File: config.mk
export PLATFORM = sky130hd
export DESIGN_NAME = nnc_ctrl
export DESIGN_NICKNAME = d
export VERILOG_FILES = /design/src/rtl/nnc_pkg.sv /design/src/rtl/nnc_ctrl.sv
export SDC_FILE = /design/constraint.sdc
export NUM_CORES = 1
export LEC_CHECK = 0
export CELL_PAD_IN_SITES_DETAIL_PLACEMENT = 0
export CELL_PAD_IN_SITES_GLOBAL_PLACEMENT = 1
export CORE_AREA = 2 2 39 41
export CTS_CLUSTER_DIAMETER = 120
export DETAILED_ROUTE_END_ITERATION = 16
export DIE_AREA = 0 0 41 43
export DONT_BUFFER_PORTS = 1
export PLACE_DENSITY_LB_ADDON = 0.1
export SLEW_MARGIN = 20
export SYNTH_ARGS = -nofsm -noshare
export SYNTH_HDL_FRONTEND = slang
export SYNTH_SLANG_ARGS = --single-unit
export TNS_END_PERCENT = 1
File: constraint.sdc
create_clock -name i_clk -period 2.41 [get_ports i_clk]
set_input_delay 0.3615 -clock i_clk [delete_from_list [all_inputs] [get_ports i_clk]]
set_output_delay 0.3615 -clock i_clk [all_outputs]
set_load 0.005 [all_outputs]
File: src/rtl/nnc_pkg.sv
// Shared types and constants of the nearest neighbor classifier.
// Op codes, status codes, fixed field widths and controller/datapath structs.
// No dependencies.
`timescale 1ns / 1ps

package nnc_pkg;

    localparam int LIMIT_W  = 22;
    localparam int LABEL_W  = 2;
    localparam int STATUS_W = 3;
    localparam int NUM_FEAT = 4;

    localparam logic [LIMIT_W-1:0] LIMIT_RESET = 22'd2560000;

    typedef logic [1:0] t_op;
    localparam t_op OP_LOAD  = 2'd0;
    localparam t_op OP_QUERY = 2'd1;
    localparam t_op OP_CLEAR = 2'd2;

    typedef logic [STATUS_W-1:0] t_status;
    localparam t_status ST_STORED     = 3'd0;
    localparam t_status ST_FULL       = 3'd1;
    localparam t_status ST_CLASSIFIED = 3'd2;
    localparam t_status ST_NONE       = 3'd3;
    localparam t_status ST_CLEARED    = 3'd4;

    // controller -> datapath
    typedef struct packed {
        logic capture;  // latch the input transaction
        logic scan_en;  // issue one table read
        logic finish;   // apply op and load the output register
    } t_nnc_cmd;

    // datapath -> controller
    typedef struct packed {
        t_op  op;
        logic empty;
        logic scan_last;
        logic pipe_busy;
        logic out_free;
    } t_nnc_sts;

endpackage

File: src/rtl/nnc_ctrl.sv
// Controller of the nearest neighbor classifier: sequences decode, table scan,
// pipeline drain and result write. Depends on nnc_pkg.
`timescale 1ns / 1ps

module nnc_ctrl
    import nnc_pkg::*;
(
    input  logic     i_clk,
    input  logic     i_rst_n,
    input  logic     i_in_valid,
    input  t_nnc_sts i_sts,
    output logic     o_in_ready,
    output t_nnc_cmd o_cmd
);

    typedef enum logic [2:0] {
        S_IDLE,
        S_DECODE,
        S_SCAN,
        S_DRAIN,
        S_FINISH
    } t_state;

    t_state r_state, n_state;

    always_comb begin
        n_state = r_state;
        case (r_state)
            S_IDLE: begin
                if (i_in_valid) n_state = S_DECODE;
            end
            S_DECODE: begin
                case (i_sts.op)
                    OP_LOAD:  n_state = S_FINISH;
                    OP_CLEAR: n_state = S_FINISH;
                    OP_QUERY: n_state = i_sts.empty ? S_FINISH : S_SCAN;
                    default:  n_state = S_IDLE;
                endcase
            end
            S_SCAN: begin
                if (i_sts.scan_last) n_state = S_DRAIN;
            end
            S_DRAIN: begin
                if (!i_sts.pipe_busy) n_state = S_FINISH;
            end
            S_FINISH: begin
                if (i_sts.out_free) n_state = S_IDLE;
            end
            default: n_state = S_IDLE;
        endcase
    end

    always_ff @(posedge i_clk) begin
        if (!i_rst_n) begin
            r_state <= S_IDLE;
        end else begin
            r_state <= n_state;
        end
    end

    assign o_in_ready    = (r_state == S_IDLE);
    assign o_cmd.capture = (r_state == S_IDLE) && i_in_valid;
    assign o_cmd.scan_en = (r_state == S_SCAN);
    assign o_cmd.finish  = (r_state == S_FINISH) && i_sts.out_free;

endmodule

Yosys cells after proc, flatten, opt, wreduce, memory -nomap -nowiden
Cells that the tools add are included.
- equality and inequality tests: 10
- muxes and demuxes: 7
- reduce and logical (&&, ||, !) cells: 6
- operators by type and width (kind ; number):
    two-way mux 3 bit ; 5
    one-hot mux 3 bit (5 select lines) ; 1
    != test 2 bit (second input constant) ; 4
    equality test 3 x 2 -> 1 bit (second input constant) ; 2
    one-hot mux 3 bit (2 select lines) ; 1
    AND reduction 4 bit ; 1
    equality test 3 x 1 -> 1 bit (second input constant) ; 1
    equality test 3 bit (second input constant) ; 1
    zero test 3 bit ; 1
    equality test 2 x 1 -> 1 bit (second input constant) ; 1
    equality test 2 bit (second input constant) ; 1
    logical AND 1 bit ; 2
    zero test 2 bit ; 1
    OR reduction 2 bit ; 1
- register bits: 3
- input port bits: 9
- output and inout port bits: 4
- word-level logic and storage cells: 24

Longest topological paths before layout
- word-level depth: 4
- mapped depth: 3

Worst setup path after synthesis
OpenSTA, ideal clock, no wires.
- path type: register to output
- start point: register r_state[1]
- end point: output port o_cmd[2] (netlist bit)
- arrival: 765 ps
- required time: 2049 ps
- slack: 1284 ps
- cell stages (with the launch flop): 3
- cells stage by stage: dfxtp_1 > nor3_1 > and2_1
- RTL lines (item ; line ; RTL):
    start: declaration ; nnc_ctrl.sv:24 ; t_state r_state, n_state;
    start signal: assignment ; nnc_ctrl.sv:57 ; r_state <= n_state;
    end: declaration ; nnc_ctrl.sv:13 ; output t_nnc_cmd o_cmd

==> results by group <==
Yosys
  • Post-Syn Instances: 21
  • Total number of yosys warnings: 0
  • Post-synthesis sequential area ratio: between 30 and 40%
  • #FFs+latches synth: 3
  • Synthesized area: 188 um2
  • Syn Nets: 30
  • Synth area leaders: dfxtp_1 32%, mux2_4 8.0%, and4bb_2 6.7%
  • Yosys top cell by area: dfxtp_1
  • Post-synth top area share: about a third
  • Synth cell types: 17
  • Syn avg cell area: between 8 and 9 um2

Route
  • Vias: 174
  • Routed Antenna Nets: 0
  • Drt via density: about 4.2
  • Final wirelength: just under 500 um
  • Wirelength per Cell: approximately 12 um
  • # DRC: 0
  • First drt pass iteration count: 1
  • Initial DRC count: 0

Final layout
  • Ant. Diodes: 0
  • Max FFs per register: 3
  • Layout area overhead: 24.7%
  • Fillers: around 150
  • Most frequent cells in the layout: 3 x clkbuf_4, 3 x dfxtp_1, 2 x nand2b_1, 2 x nor2_1
  • Final instance area: around 230 um2
  • Layout cell share with drive strength beyond 1: 24.0%
  • Fin nets: 35
  • Reg with most FFs: r_state
  • Biggest regs: r_state x3

Worst setup path
  • CP endpoint kind: output port
  • Critical Path Source Type: flop
  • Crit. Startpoint: r_state[1]$_SDFFE_PN0P_
  • Setup Crit Path Kind: reg -> out
  • Critical R2R Launch: r_state[0]$_SDFFE_PN0P_
  • FF-to-FF path depth: 3
  • Reg-to-reg endpoint: r_state[0]$_SDFFE_PN0P_
  • Reg2Reg Setup Slack: between 1 and 1.5 ns
  • Critical path required time: 2.05 ns
  • Worst Path Max Fanout: 8
  • Critical path data arrival time: 1.08 ns

Clock network
  • Cells resized by post-CTS repair: 0
  • H-Tree Depth: 1
  • CTS root buf: clkbuf_4
  • CTS sink cnt: 3
  • Clock Pin Slew Worst Setup and Hold Paths: approximately 0.04 ns
  • Clock tree from TritonCTS: built
  • Setup Fix Bufs, Post-CTS: 0
  • # hold bufs at CTS: 0
  • Worst-Skew Late Latency: between 0.2 and 0.25 ns
  • Inserted Clock Buffers: 3
  • Longest Clk Path Bufs: 2

Floorplan
  • Die W: roughly 41 um
  • Die area: ~1800 um2
  • Chip Height: between 40 and 50 um
  • IO Count: 13
  • Initial Utilization: 13.6%
  • Core area: between 1000 and 1500 um2
  • Row cnt: 14

Outcome
  • Run status: completed

Timing
  • TNS Setup: 0 ns
  • Fmax: ~0.70 GHz
  • Worst slew pin tran: between 0.2 and 0.3 ns
  • Crit path time final: around 1.4 ns
  • Tcrit/Tclk final: roughly 60%
  • Clock skew: 0.00108 ns
  • Fin. Hold Viols: 0
  • RSZ-0062 raised after global routing: no
  • Final Max Tran Viols: 0
  • Setup-failing EPs final: 0
  • Normalized max-slew margin: around four fifths

Global route
  • Gr usage total: about 8.1%
  • First-pass GRT wire length: 821 um
  • Vias in the first global route: ~200
  • GR Overflow Total: 0
  • Largest net degree at the start of global routing: 9
  • Initial antenna violation count: 0

Hold path
  • Hold path start: i_sts[1]
  • Hold path depth: 2
  • Hold Crit Class: in -> reg
  • Hold EP: r_state[1]$_SDFFE_PN0P_

Place
  • GPL Wtd Cong: between 0.6 and 0.7
  • Placed cell areas: 208 um2
  • Port buffer count: 0

Pwr
  • Pwr dens: 677 nW/um2
  • Leak: 0.0903 nW
  • Peak supply drop: between 0.09 and 0.1 mV

Flow run
  • Max_cap viols: 0
-- logic make-up (layout without fill, tap and decap cells) --
family	after synthesis	count (layout)	synth area share, %
simple gates	13	13	45.3
compound gates	4	4	14.7
flops	3	3	32.0
mux	1	1	8.00
buf+inv	0	4	0
-- power breakdown --
group          internal, mW  total, mW  leakage, nW  switching, mW
Sequential           0.0524     0.0565       0.0245        0.00417
Clock                0.0619     0.0862       0.0150         0.0243
Combinational       0.00899     0.0157       0.0508        0.00673
-- how the worst max path moves through the flow --
stage / to / slack, ns / depth (start not counted)
2_1_floorplan: o_cmd[2] / 1.28 / 2
3_3_place_gp: o_cmd[2] / 1.19 / 2
3_5_place_dp: o_cmd[2] / 1.20 / 2
4_1_cts: o_cmd[2] / 0.95 / 2
5_1_grt: o_cmd[2] / 0.86 / 2
6_report: o_cmd[2] / 0.97 / 2
-- metal layers --
metal | up-vias | global-route usage (%) | routed length, um
met5 | - | 0 | 0
met4 | 0 | 14.0 | 19
met3 | 2 | 4.71 | 64
met2 | 10 | 8.13 | 208
met1 | 75 | 8.04 | 204
li1 | 87 | - | -
-- through the flow --
step | instances | worst slack, ns | hold WS (ns) | power, mW | util [%]
floorplan | 21 | 1.28 | 0.504 | 0.0700 | -
global placement | 37 | 1.19 | 0.510 | 0.0739 | 15.0
detailed placement | 37 | 1.20 | 0.531 | 0.0735 | 15.0
CTS | 41 | 0.947 | 0.286 | 0.165 | 16.9
global route | 41 | 0.862 | 0.310 | 0.166 | 16.9
finish | 41 | 0.972 | 0.292 | 0.158 | 16.9
-- layout make-up --
type / count / area (um2) / share of cell area (%)
well taps: 16 / 20.0 / 8.56
flip-flops and latches: 3 / 60.1 / 25.7
clock buffers: 4 / 26.3 / 11.2
multi-input cells: 18 / 128 / 54.5
-- Yosys cell counts, drive strengths merged --
cell type / number
nor3: 1
nor2: 3
a21oi: 1
a31o: 1
nand2b: 2
and3: 1
and4bb: 1
o22ai: 1
a22oi: 1
nor3b: 1
and4b: 1
dfxtp: 3
mux2: 1
and2: 1
nand2: 1
nand3b: 1
-- worst max-delay path, cell delays in order, from the launching register on --
cell and delay, ns:
dfxtp_1 0.37, nor3_1 0.29, and2_1 0.19
Power figures use the tool's default switching activity.
